==> src/hw/rtl/gff_pkg.sv <==
// ----------------------------------------------------------------------------
// gff_pkg
// Shared types and constants for the gateway frame filter and throttle.
// ----------------------------------------------------------------------------
package gff_pkg;

  localparam int unsigned InDataW  = 136;
  localparam int unsigned OutDataW = 8;
  localparam int unsigned ApbAddrW = 3;
  localparam int unsigned ApbDataW = 32;

  localparam logic [7:0] CmdLanOnly = 8'h23;
  localparam logic [7:0] CmdPing    = 8'h31;
  localparam logic [7:0] CmdQuery   = 8'h0C;
  localparam logic [7:0] CmdSpeed   = 8'h08;
  localparam logic [7:0] PingMark   = 8'hEE;
  localparam logic [7:0] LenQuery   = 8'd5;
  localparam logic [7:0] LenSpeed   = 8'd6;

  localparam logic [1:0] VerdictForward   = 2'd0;
  localparam logic [1:0] VerdictLanOnly   = 2'd1;
  localparam logic [1:0] VerdictBlocked   = 2'd2;
  localparam logic [1:0] VerdictThrottled = 2'd3;

  localparam logic [31:0] MinIntervalReset = 32'd100;

  typedef struct packed {
    logic load;
    logic match;
    logic lookup;
    logic decide;
  } gff_cmd_t;

  typedef struct packed {
    logic out_free;
  } gff_stat_t;

endpackage

==> src/hw/rtl/gateway_frame_filter_throttle.sv <==
// ----------------------------------------------------------------------------
// gateway_frame_filter_throttle
// Filters LAN-to-CAN gateway frames and rate limits speed commands per loco.
// ----------------------------------------------------------------------------
// Each accepted word is captured, its address is compared against every
// stored entry, the lowest matching entry is picked and its time read from
// the time store (held there while the result register is still full), and
// a 32-bit add and compare decides the verdict and writes the table. A new
// word is taken while the previous result still waits; one frame is worked
// on at a time. The table needs no clearing pass after reset; its fill count
// marks which entries are in use.
module gateway_frame_filter_throttle #(
  parameter int unsigned LOCO_ENTRIES = 16
) (
  input  logic                              clk_i,
  input  logic                              rst_ni,
  input  logic                              s_axis_tvalid,
  output logic                              s_axis_tready,
  // can_id[31:0], length_code[39:32], payload[103:40], now_ms[135:104]
  input  logic [gff_pkg::InDataW-1:0]       s_axis_tdata,
  output logic                              m_axis_tvalid,
  input  logic                              m_axis_tready,
  // verdict[1:0], ping_reply[2], table_full[3], zero fill [7:4]
  output logic [gff_pkg::OutDataW-1:0]      m_axis_tdata,
  input  logic                              psel,
  input  logic                              penable,
  input  logic                              pwrite,
  input  logic [gff_pkg::ApbAddrW-1:0]      paddr,
  input  logic [gff_pkg::ApbDataW-1:0]      pwdata,
  output logic [gff_pkg::ApbDataW-1:0]      prdata,
  output logic                              pready
);
  import gff_pkg::*;

  gff_cmd_t    cmd;
  gff_stat_t   stat;
  logic [31:0] min_interval_q;
  logic        reg_sel;
  logic [1:0]  verdict;
  logic        ping_reply, table_full;

  assign pready  = 1'b1;
  assign reg_sel = (paddr[ApbAddrW-1] == 1'b0);
  assign prdata  = reg_sel ? min_interval_q : '0;

  always_ff @(posedge clk_i or negedge rst_ni) begin
    if (!rst_ni) begin
      min_interval_q <= MinIntervalReset;
    end else if (psel && penable && pwrite && pready && reg_sel) begin
      min_interval_q <= pwdata;
    end
  end

  gff_ctrl u_ctrl (
    .clk_i     (clk_i),
    .rst_ni    (rst_ni),
    .s_valid_i (s_axis_tvalid),
    .s_ready_o (s_axis_tready),
    .stat_i    (stat),
    .cmd_o     (cmd)
  );

  gff_datapath #(
    .LOCO_ENTRIES (LOCO_ENTRIES)
  ) u_datapath (
    .clk_i          (clk_i),
    .rst_ni         (rst_ni),
    .cmd_i          (cmd),
    .stat_o         (stat),
    .can_id_i       (s_axis_tdata[31:0]),
    .length_code_i  (s_axis_tdata[39:32]),
    .payload_i      (s_axis_tdata[103:40]),
    .now_ms_i       (s_axis_tdata[135:104]),
    .min_interval_i (min_interval_q),
    .out_valid_o    (m_axis_tvalid),
    .out_ready_i    (m_axis_tready),
    .verdict_o      (verdict),
    .ping_reply_o   (ping_reply),
    .table_full_o   (table_full)
  );

  assign m_axis_tdata = {4'b0000, table_full, ping_reply, verdict};

endmodule

==> src/hw/rtl/gff_ctrl.sv <==
// ----------------------------------------------------------------------------
// gff_ctrl
// Sequencer that steps one frame through capture, match, lookup and decision.
// ----------------------------------------------------------------------------
module gff_ctrl (
  input  logic              clk_i,
  input  logic              rst_ni,
  input  logic              s_valid_i,
  output logic              s_ready_o,
  input  gff_pkg::gff_stat_t stat_i,
  output gff_pkg::gff_cmd_t  cmd_o
);
  import gff_pkg::*;

  typedef enum logic [3:0] {
    S_IDLE   = 4'b0001,
    S_MATCH  = 4'b0010,
    S_LOOKUP = 4'b0100,
    S_DECIDE = 4'b1000
  } state_e;

  state_e state_q, state_d;

  always_comb begin
    state_d   = state_q;
    cmd_o     = '0;
    s_ready_o = 1'b0;
    unique case (state_q)
      S_IDLE: begin
        s_ready_o = 1'b1;
        if (s_valid_i) begin
          cmd_o.load = 1'b1;
          state_d    = S_MATCH;
        end
      end
      S_MATCH: begin
        cmd_o.match = 1'b1;
        state_d     = S_LOOKUP;
      end
      S_LOOKUP: begin
        cmd_o.lookup = 1'b1;
        if (stat_i.out_free) begin
          state_d = S_DECIDE;
        end
      end
      S_DECIDE: begin
        cmd_o.decide = 1'b1;
        state_d      = S_IDLE;
      end
      default: begin
        state_d = S_IDLE;
      end
    endcase
  end

  always_ff @(posedge clk_i or negedge rst_ni) begin
    if (!rst_ni) begin
      state_q <= S_IDLE;
    end else begin
      state_q <= state_d;
    end
  end

endmodule

==> src/hw/rtl/gff_datapath.sv <==
// ----------------------------------------------------------------------------
// gff_datapath
// Frame registers, locomotive address match, time store and result register.
// ----------------------------------------------------------------------------
module gff_datapath #(
  parameter int unsigned LOCO_ENTRIES = 16
) (
  input  logic               clk_i,
  input  logic               rst_ni,
  input  gff_pkg::gff_cmd_t  cmd_i,
  output gff_pkg::gff_stat_t stat_o,
  input  logic [31:0]        can_id_i,
  input  logic [7:0]         length_code_i,
  input  logic [63:0]        payload_i,
  input  logic [31:0]        now_ms_i,
  input  logic [31:0]        min_interval_i,
  output logic               out_valid_o,
  input  logic               out_ready_i,
  output logic [1:0]         verdict_o,
  output logic               ping_reply_o,
  output logic               table_full_o
);
  import gff_pkg::*;

  localparam int unsigned IdxW = (LOCO_ENTRIES > 1) ? $clog2(LOCO_ENTRIES) : 1;
  localparam int unsigned CntW = $clog2(LOCO_ENTRIES + 1);
  localparam logic [CntW-1:0] CntMax = CntW'(LOCO_ENTRIES);

  logic [31:0] id_q, now_q;
  logic [7:0]  len_q;
  logic [63:0] payload_q;

  logic [31:0] addr_q [LOCO_ENTRIES];
  logic [31:0] time_mem [LOCO_ENTRIES];
  logic [31:0] time_rd_q;

  logic [CntW-1:0]         count_q;
  logic [LOCO_ENTRIES-1:0] match_q, match_d;
  logic [IdxW-1:0]         idx_q, idx_d;
  logic                    found_q;

  logic                    out_valid_q;
  logic [1:0]              verdict_q, verdict_d;
  logic                    ping_q, ping_d, full_q, full_d;

  logic [7:0]  cmd_code;
  logic [31:0] loco_addr;
  logic [31:0] due;
  logic        is_speed, do_update, do_insert;

  assign cmd_code  = id_q[23:16];
  assign loco_addr = payload_q[63:32];
  assign due       = time_rd_q + min_interval_i;
  assign is_speed  = (cmd_code == CmdSpeed) && (len_q == LenSpeed) &&
                     ((payload_q[31:24] | payload_q[23:16]) != 8'd0);

  always_ff @(posedge clk_i) begin
    if (cmd_i.load) begin
      id_q      <= can_id_i;
      len_q     <= length_code_i;
      payload_q <= payload_i;
      now_q     <= now_ms_i;
    end
  end

  always_comb begin
    for (int i = 0; i < LOCO_ENTRIES; i++) begin
      match_d[i] = (CntW'(i) < count_q) && (addr_q[i] == loco_addr);
    end
  end

  always_comb begin
    idx_d = '0;
    for (int i = LOCO_ENTRIES - 1; i >= 0; i--) begin
      if (match_q[i]) begin
        idx_d = IdxW'(i);
      end
    end
  end

  always_ff @(posedge clk_i or negedge rst_ni) begin
    if (!rst_ni) begin
      match_q <= '0;
    end else if (cmd_i.match) begin
      match_q <= match_d;
    end
  end

  always_ff @(posedge clk_i) begin
    if (cmd_i.lookup) begin
      idx_q     <= idx_d;
      found_q   <= |match_q;
      time_rd_q <= time_mem[idx_d];
    end
  end

  always_comb begin
    verdict_d = VerdictForward;
    ping_d    = 1'b0;
    full_d    = 1'b0;
    do_update = 1'b0;
    do_insert = 1'b0;
    if (cmd_code == CmdLanOnly) begin
      verdict_d = VerdictLanOnly;
    end else begin
      ping_d = (cmd_code == CmdPing) && (payload_q[15:8] == PingMark) &&
               (payload_q[7:0] == PingMark);
      if ((cmd_code == CmdQuery) && (len_q == LenQuery)) begin
        verdict_d = VerdictBlocked;
      end else if (is_speed) begin
        if (found_q) begin
          if (due < now_q) begin
            do_update = 1'b1;
          end else begin
            verdict_d = VerdictThrottled;
          end
        end else if (count_q < CntMax) begin
          do_insert = 1'b1;
        end else begin
          full_d = 1'b1;
        end
      end
    end
  end

  always_ff @(posedge clk_i) begin
    if (cmd_i.decide && do_update) begin
      time_mem[idx_q] <= now_q;
    end else if (cmd_i.decide && do_insert) begin
      time_mem[count_q[IdxW-1:0]] <= now_q;
    end
  end

  always_ff @(posedge clk_i) begin
    if (cmd_i.decide && do_insert) begin
      addr_q[count_q[IdxW-1:0]] <= loco_addr;
    end
  end

  always_ff @(posedge clk_i or negedge rst_ni) begin
    if (!rst_ni) begin
      count_q <= '0;
    end else if (cmd_i.decide && do_insert) begin
      count_q <= count_q + CntW'(1);
    end
  end

  always_ff @(posedge clk_i or negedge rst_ni) begin
    if (!rst_ni) begin
      out_valid_q <= 1'b0;
    end else if (cmd_i.decide) begin
      out_valid_q <= 1'b1;
    end else if (out_ready_i) begin
      out_valid_q <= 1'b0;
    end
  end

  always_ff @(posedge clk_i) begin
    if (cmd_i.decide) begin
      verdict_q <= verdict_d;
      ping_q    <= ping_d;
      full_q    <= full_d;
    end
  end

  assign stat_o.out_free = !out_valid_q || out_ready_i;
  assign out_valid_o     = out_valid_q;
  assign verdict_o       = verdict_q;
  assign ping_reply_o    = ping_q;
  assign table_full_o    = full_q;

  assert property (@(posedge clk_i) disable iff (!rst_ni) count_q <= CntMax)
    else $error("entry count exceeds table size");

  assert property (@(posedge clk_i) disable iff (!rst_ni) $onehot0(match_q))
    else $error("locomotive address stored in more than one entry");

  assert property (@(posedge clk_i) disable iff (!rst_ni)
    !$stable(count_q) |-> $past(cmd_i.decide))
    else $error("entry count changed outside a decision");

  assert property (@(posedge clk_i) disable iff (!rst_ni)
    cmd_i.decide |-> (!out_valid_q || out_ready_i))
    else $error("result register overwritten before it was taken");

endmodule
==> config.mk <==
export PLATFORM = sky130hd
export DESIGN_NAME = gateway_frame_filter_throttle
export DESIGN_NICKNAME = d
export VERILOG_FILES = /design/src/hw/rtl/gff_pkg.sv /design/src/hw/rtl/gateway_frame_filter_throttle.sv /design/src/hw/rtl/gff_ctrl.sv /design/src/hw/rtl/gff_datapath.sv
export SDC_FILE = /design/constraint.sdc
export NUM_CORES = 1
export LEC_CHECK = 0
export BUFFER_PORTS_ARGS = -buffer_cell sky130_fd_sc_hd__buf_4
export CORE_ASPECT_RATIO = 1.4
export CORE_UTILIZATION = 59
export CTS_CLUSTER_DIAMETER = 150
export DETAILED_ROUTE_END_ITERATION = 10
export PLACE_DENSITY = 0.82
export SLEW_MARGIN = 0
export SYNTH_ARGS = -nofsm -noshare
export SYNTH_HDL_FRONTEND = slang
export SYNTH_SLANG_ARGS = --single-unit
==> constraint.sdc <==
create_clock -name clk_i -period 7.4 [get_ports clk_i]
set_input_delay 2.22 -clock clk_i [delete_from_list [all_inputs] [get_ports clk_i]]
set_output_delay 2.22 -clock clk_i [all_outputs]
set_load 0.03 [all_outputs]
# Yosys cells after proc, flatten, opt, wreduce, memory -nomap -nowiden
# Memories as Yosys holds them, arrays and structs flattened. A register that Yosys moved wholly into a read port is not among the register bits.
# Cells that the tools add are included.
[word_totals] out_inout_bits=43 reg_bits=195 in_bits=178 rom_bits=0 memories=2 latch_bits=0 elab_cells=155 ramBits=1024
[memory_table] name="u_datapath.addr_q" depth=16 width=32 rd=16 rd_clocked_by_memory_dff=0 wr=1 line_no="gff_datapath.sv:33" rtl="logic [31:0] addr_q [LOCO_ENTRIES];"
[memory_table] name="u_datapath.time_mem" depth=16 width=32 rd=1 rd_clocked_by_memory_dff=1 wr=1 line_no="gff_datapath.sv:34" rtl="logic [31:0] time_mem [LOCO_ENTRIES];"
[op_classes] div=0 add_sub_neg=2 multipliers=0 eq_ne=30 bitwise=3 reduce_logical=34 mux=52 n_lt_le_gt_ge=18 shifts=0
[op_table] operator="32-bit equality test" n=16
[op_table] operator="4-bit two-way mux" n=19
[op_table] operator="32-bit two-way mux" n=2
[op_table] operator="4-bit by 5-bit less-than comparator with 1-bit output (first input constant)" n=8
[op_table] operator="32-bit adder" n=1
[op_table] operator="32-bit less-than comparator" n=1
[op_table] operator="32-bit OR reduction" n=1
[op_table] operator="1-bit logical AND" n=26
[op_table] operator="1-bit two-way mux" n=26
[op_table] operator="3-bit by 5-bit less-than comparator with 1-bit output (first input constant)" n=4
[op_table] operator="8-bit by 3-bit equality test with 1-bit output (second input constant)" n=2
[op_table] operator="8-bit by 4-bit equality test with 1-bit output (second input constant)" n=2
[op_table] operator="8-bit by 6-bit equality test with 1-bit output (second input constant)" n=2
[op_table] operator="8-bit equality test (second input constant)" n=2
[op_table] operator="16-bit OR reduction" n=1
[op_table] operator="4-bit case mux with 3 select lines" n=1
[op_table] operator="1-bit by 5-bit less-than comparator with 1-bit output (first input constant)" n=2
[op_table] operator="2-bit by 5-bit less-than comparator with 1-bit output (first input constant)" n=2
[op_table] operator="2-bit two-way mux" n=4
[op_table] operator="8-bit bitwise OR" n=1
[op_table] operator="8-bit nonzero test" n=1
[op_table] operator="5-bit by 1-bit adder with 5-bit output (second input constant)" n=1
[op_table] operator="5-bit less-than comparator (second input constant)" n=1
[op_table] operator="4-bit by 1-bit equality test with 1-bit output (second input constant)" n=1
[op_table] operator="10 further kinds" n=12

# Longest topological paths before layout
[depth] depth_word=16 depth_mapped=22 depth_no_buf=22

# By module
# Synthesis repeated with hierarchy kept, for this count alone.
[hier_totals] hier_cells=3253 hier_area_um2=51109.0
[by_module_without_submodules] module="gff_datapath" n_inst=1 seq_area_each_um2=35894.4 cells_each=3119 area_per_inst_um2=49261.0
[by_module_without_submodules] module="gateway_frame_filter_throttle" n_inst=1 seq_area_each_um2=804.5 cells_each=112 area_per_inst_um2=1606.5
[by_module_without_submodules] module="gff_ctrl" n_inst=1 seq_area_each_um2=101.3 cells_each=22 area_per_inst_um2=241.5

# Worst setup path after synthesis
# No wires, ideal clock.
[synth_path] path_type="register to register" start="reg min_interval_q[2]" end="mem u_datapath.time_mem[7][0] (enable)" path_buffers=0 period_less_slack_ns=5.891 setup_ns=0.432 slack_ns=1.509 required_time_ns=6.968 t_arrival_ns=5.459 path_stages_with_launch=19 cell_sequence="dfstp_2 -> ha_1 -> o211ai_1 -> o21ai_0 -> o21ai_1 -> a21boi_0 -> o21ai_0 -> nand2_1 -> a21o_1 -> a21oi_1 -> xnor2_1 -> ha_1 -> a21o_1 -> a211o_1 -> a31o_2 -> a41o_1 -> nor4b_2 -> nand3_1 -> a21oi_1"
[synth_via] elab_chain_cells=12 elab_cells_between_ends=15 classes_between="add/sub (1); order compare (1); mux (11); reduce/logical (2)"
[synth_lines] item="start: declaration" line_no="gateway_frame_filter_throttle.sv:37" rtl="logic [31:0] min_interval_q;"
[synth_lines] item="start signal: assignment" line_no="gateway_frame_filter_throttle.sv:48" rtl="min_interval_q <= MinIntervalReset;"
[synth_lines] item="start signal: assignment" line_no="gateway_frame_filter_throttle.sv:50" rtl="min_interval_q <= pwdata;"
[synth_lines] item="32-bit adder (*)" line_no="gff_datapath.sv:53" rtl="assign due = time_rd_q + min_interval_i;"
[synth_lines] item="32-bit less-than comparator (*)" line_no="gff_datapath.sv:112" rtl="if (due < now_q) begin"
[synth_lines] item="1-bit two-way mux (*)" line_no="gff_datapath.sv:112"
[synth_lines] item="1-bit two-way mux (*)" line_no="gff_datapath.sv:111" rtl="if (found_q) begin"
[synth_lines] item="1-bit two-way mux (*)" line_no="gff_datapath.sv:110" rtl="end else if (is_speed) begin"
[synth_lines] item="1-bit two-way mux (*)" line_no="gff_datapath.sv:108" rtl="if ((cmd_code == CmdQuery) && (len_q == LenQuery)) begin"
[synth_lines] item="1-bit two-way mux (*)" line_no="gff_datapath.sv:103" rtl="if (cmd_code == CmdLanOnly) begin"
[synth_lines] item="1-bit logical AND (*)" line_no="gff_datapath.sv:127" rtl="if (cmd_i.decide && do_update) begin"
[synth_lines] item="1-bit two-way mux" line_no="gff_datapath.sv:127"
[synth_lines] item="1-bit two-way mux (not written as such)" line_no="gff_datapath.sv:130" rtl="time_mem[count_q[IdxW-1:0]] <= now_q;"
[synth_lines] item="32-bit OR reduction (no source line)"
[synth_lines] item="4-bit two-way mux (no source line) / 1-bit two-way mux (equally long branches)"
[synth_lines] item="end: declaration" line_no="gff_datapath.sv:34"
# Mark *: on every way between the ends. The rest lies on a longest branch, timed or not.

# Worst setup path after layout
[layout_path] start="reg min_interval_q[2]" end="mem u_datapath.time_mem[6][9] (enable)"
# Same word-level chain as after synthesis.

==> impl_summary.log <==
[metrics] count of cells resized by post-cts repair: 0
[metrics] placed inst area: 54630 um^2
[metrics] DP Worst Slack: 1.186 ns
[metrics] power share of the clock group: a little over a third
[metrics] routed wire length: about 110000 um
[metrics] power share of the sequential group: between 50 and 60%
[metrics] Post-synth EDFFs: 1177
[metrics] maximum vdd drop: 0.0002629 V
[metrics] category of the worst setup path capture point: flip-flop
[metrics] number of clock buffers inserted by TritonCTS: 110
[metrics] H-Tree Level Count: 3
[metrics] total vias in the final route: around 29000
[metrics] clock latency of the later-clocked register in the worst-skew pair: 0.70 ns
[metrics] antenna violations before repair: 3
[metrics] maximum root-to-sink buffer count: 3
[metrics] detailed-routing iteration count for the pre-antenna-repair pass: 6
[metrics] count of maximum capacitance violations: 0
[metrics] post-layout instance area: 58240 um^2
[metrics] register cell area after layout: 36800 um^2
[metrics] number of port buffers: 189
[metrics] portion of the clock cycle consumed by the worst path in the final layout: 84.46%
[metrics] Top FF cell, synth: sky130_fd_sc_hd__edfxtp_1
[metrics] buffer and inverter count on the worst path: 2
[metrics] Total GRT Usage: 25.71%
[metrics] clock-pin slew of the registers on the worst-case setup and hold paths: about 0.06 ns
[metrics] Starting Density: 59.86%
[metrics] maximum number of pins on one net before global-route repair: about 130
[metrics] number of nets with antenna violations after routing: 0
[metrics] cells traversed along the worst timing path: ha_1 -> o211ai_1 -> o21ai_0 -> o21ai_1 -> buf_4 -> a21boi_0 -> o21ai_0 -> nand2_1 -> a21o_1 -> a21oi_1 -> xnor2_1 -> ha_1 -> a21o_1 -> a211o_1 -> nor2_1 -> o2111ai_1 -> a41o_1 -> nor4b_2 -> nor2_1 -> o21ai_4 -> buf_4
[metrics] dpl cells: about 4600
[metrics] outcome: complete, no violations
[metrics] buffers inserted during post-CTS setup optimization: 0
[metrics] Post-route DRC: 0
[metrics] delay of the slowest cell on the worst path: 0.70 ns
[metrics] clock tree sinks: approximately 1200
[metrics] Worst Setup Start Kind: flip-flop
[metrics] Slew Viols, Final: 0
[metrics] data arrival time of the critical path: 6.63 ns
[metrics] slew at the pin closest to its max-slew limit: 1.026 ns
[metrics] final count of negative-setup-slack endpoints: 0
[metrics] non-filler instance count after layout: 4855
[metrics] IO Pins: 221
[metrics] crit path max fanout: 17
[metrics] static leakage: ~20 nW
[metrics] Row Count: around 130
[metrics] routability congestion estimate from global placement: 0.8659
[metrics] power density relative to cell area: 280.4 nW/um^2
[metrics] master cell of the clock root buffer: sky130_fd_sc_hd__clkbuf_16
[metrics] Worst path top cell family by delay: compound AO/OA/AOI/OAI gates
[metrics] area of combinational cells with multiple inputs: 13970 um^2
[metrics] required time of the worst setup path: 7.78 ns
[metrics] number of fill cells in the layout: 5620
[metrics] Final TNS setup: 0 ns
[metrics] minimum setup slack in the final design: 1.150 ns
[metrics] synthesized area per cell: 15.31 um^2
[metrics] wire length of the first global-routing pass: 170100 um
[metrics] via count of the first global-routing pass: 29210
[metrics] number of storage elements in the synthesis netlist: about 1200
[metrics] number of hold-slack violations in the final timing report: 0
[metrics] post-synthesis sequential area ratio: 71.38%
[metrics] Max-slew headroom: 31.58%
[metrics] hold-fix buffer count after cts: 0
[metrics] Total Die Area: ~89000 um^2
[metrics] hold crit path type: reg2reg
[metrics] Core Region: about 86000 um^2
[metrics] Nets: 3843
[metrics] CP max stage cell: sky130_fd_sc_hd__o21ai_4
[metrics] instance count of the mapped netlist: 3368
[metrics] width of the die: 251.8 um
[metrics] setup repair after global routing missed its margin: false
[metrics] DRC violation total after the first TritonRoute iteration: 2748
[metrics] final core utilization: around two thirds
[metrics] achievable frequency: between 150 and 200 MHz
[metrics] CTS tree: yes
[metrics] Die Span Y: 351.8 um
[metrics] NetSw: 0.004187 W
[metrics] Post-Syn Area: 51550 um^2
[metrics] post-synthesis cell type count: 68
[metrics] via density per instance: between 5 and 6
[metrics] top metal layer carrying routed signals: met5
[metrics] asr flop ratio synth: 4.696%
[metrics] average wire length per cell after detail routing: 23.43 um
[metrics] minimum clock period after layout: approximately 6.2 ns
[metrics] met3 wirelength from detailed routing: 6767 um
[metrics] Synth-to-Final Area Change: 12.98%
[metrics] detailed placer's ending HPWL: 66090 um
[metrics] worst setup skew after layout: 0.03170 ns
[metrics] total overflow reported by the global router: 0
[metrics] combinational cell fraction of total power: 13.4%
[metrics] fraction of final layout cells with drive strength greater than 1: 14.87%
[metrics] switching share of total power: 25.64%
[metrics] DR WL met2: 60240 um
[metrics] Internal Dissipation: 0.01215 W
[metrics] wire length on met1: ~43000 um
[metrics] synthesis warning total: 0
[metrics] type of the worst setup path: reg2reg
power groups by stage:
stage | Sequential (W) | Combinational, W | Clock, W
3_5_place_dp | 0.00859 | 0.00218 | 0
3_3_place_gp | 0.00857 | 0.00212 | 0
4_1_cts | 0.00844 | 0.00220 | 0.00576
5_1_grt | 0.00847 | 0.00236 | 0.00602
2_1_floorplan | 0.00855 | 0.00136 | 0
6_report | 0.00845 | 0.00219 | 0.00570
cell type report:
cell class	count	share of cell area [%]
timing repair buffer	280	3.738
sequential	1235	63.18
tap	1161	2.494
antenna	1	0.004296
inverter	59	0.3974
clock buffer	136	4.979
multi-input combinational	1912	23.98
clock inverter	71	1.224
cell families after synthesis:
family | count (synthesis) | share of synthesized area [%]
flops | 1235 | 71.38
buf+inv | 224 | 1.908
other cells | 2 | 0.01457
compound gates | 203 | 2.531
fa+ha+maj | 67 | 1.641
mux | 193 | 4.602
simple gates | 902 | 8.711
xor+xnor | 542 | 9.208
path summary, 6_finish.rpt:
kind	depth (start not counted)	slack (ns)	startpoint	endpoint
max	21	1.15	min_interval_q[2]$_DFFE_PN1P_	u_datapath.time_mem[6][9]$_DFFE_PP_
min	1	0.53	u_ctrl.state_q[3]$_DFFE_PN0P_	u_ctrl.state_q[2]$_DFFE_PN0P_
max reg2reg	21	1.15	min_interval_q[2]$_DFFE_PN1P_	u_datapath.time_mem[6][9]$_DFFE_PP_
min reg2reg	1	0.53	u_ctrl.state_q[3]$_DFFE_PN0P_	u_ctrl.state_q[2]$_DFFE_PN0P_
max in group asynchronous	1	5.11	rst_ni	u_datapath.match_q[10]$_DFFE_PN0P_
min in group asynchronous	1	1.64	rst_ni	min_interval_q[4]$_DFFE_PN0P_
cell usage in the layout (no fill, tap or decap), drive strengths merged, types with 51 or more instances in the layout:
cell / count
a21oi: 51
xor2: 256
nand3: 221
nor4: 83
clkbuf: 136
edfxtp: 1177
buf: 280
mux2i: 129
xnor2: 286
dfrtp: 54
nand4: 88
nand2: 316
inv: 68
ha: 66
synth_stat cells (45+ instances only):
cell | number | area (um^2)
sky130_fd_sc_hd__xor2_1 | 256 | 2242
sky130_fd_sc_hd__clkbuf_1 | 100 | 375.4
sky130_fd_sc_hd__a21oi_1 | 51 | 255.2
sky130_fd_sc_hd__nand3_1 | 221 | 1106
sky130_fd_sc_hd__nor2_1 | 45 | 168.9
sky130_fd_sc_hd__inv_1 | 57 | 214.0
sky130_fd_sc_hd__edfxtp_1 | 1177 | 35340
sky130_fd_sc_hd__dfrtp_1 | 54 | 1351
sky130_fd_sc_hd__nand4_1 | 88 | 550.5
sky130_fd_sc_hd__ha_1 | 66 | 825.8
sky130_fd_sc_hd__xnor2_1 | 286 | 2505
sky130_fd_sc_hd__nand2_1 | 316 | 1186
sky130_fd_sc_hd__nor4_1 | 82 | 513.0
sky130_fd_sc_hd__mux2i_1 | 129 | 1291
state kept, by name (all words and copies together) (netlist names):
register                 flops
min_interval_q              32
u_datapath.count_q           5
u_datapath.now_q            32
u_datapath.id_q              8
u_datapath.found_q           1
u_datapath.idx_q             4
u_datapath.verdict_o         2
u_datapath.len_q             8
u_datapath.payload_q        64
u_datapath.time_mem        512
u_ctrl.state_q               4
u_datapath.ping_reply_o      1
u_datapath.table_full_o      1
u_datapath.match_q          16
u_datapath.out_valid_o       1
u_datapath.time_rd_q        32
u_datapath.addr_q          512
through the flow:
step	hold slack [ns]	total power (W)
after floorplan	0.4625	0.009908
after global placement	0.5139	0.01068
after detailed placement	0.5189	0.01077
after CTS	0.5359	0.01640
after global routing	0.5527	0.01685
final	0.5312	0.01633
metal layers:
| metal | vias up | global-route usage [%] |
|---|---|---|
| met1 | 14430 | 31.26 |
| met2 | 1188 | 46.89 |
| met4 | 4 | 9.981 |
| met5 | - | 0 |
| met3 | 253 | 2.960 |
| li1 | 12960 | - |
worst register-to-register path, delay by kind of cell, from the launching register on:
kind                       cells  cell delay [ns]
AOI/OAI and AO/OA             12             3.22
and+or+nand+nor                4             1.00
DFF                            1             0.54
adders and majority gates      2             0.53
buffers and inverters          2             0.50
xor gates and xnor gates       1             0.14
(Power assumes the default switching activity.)
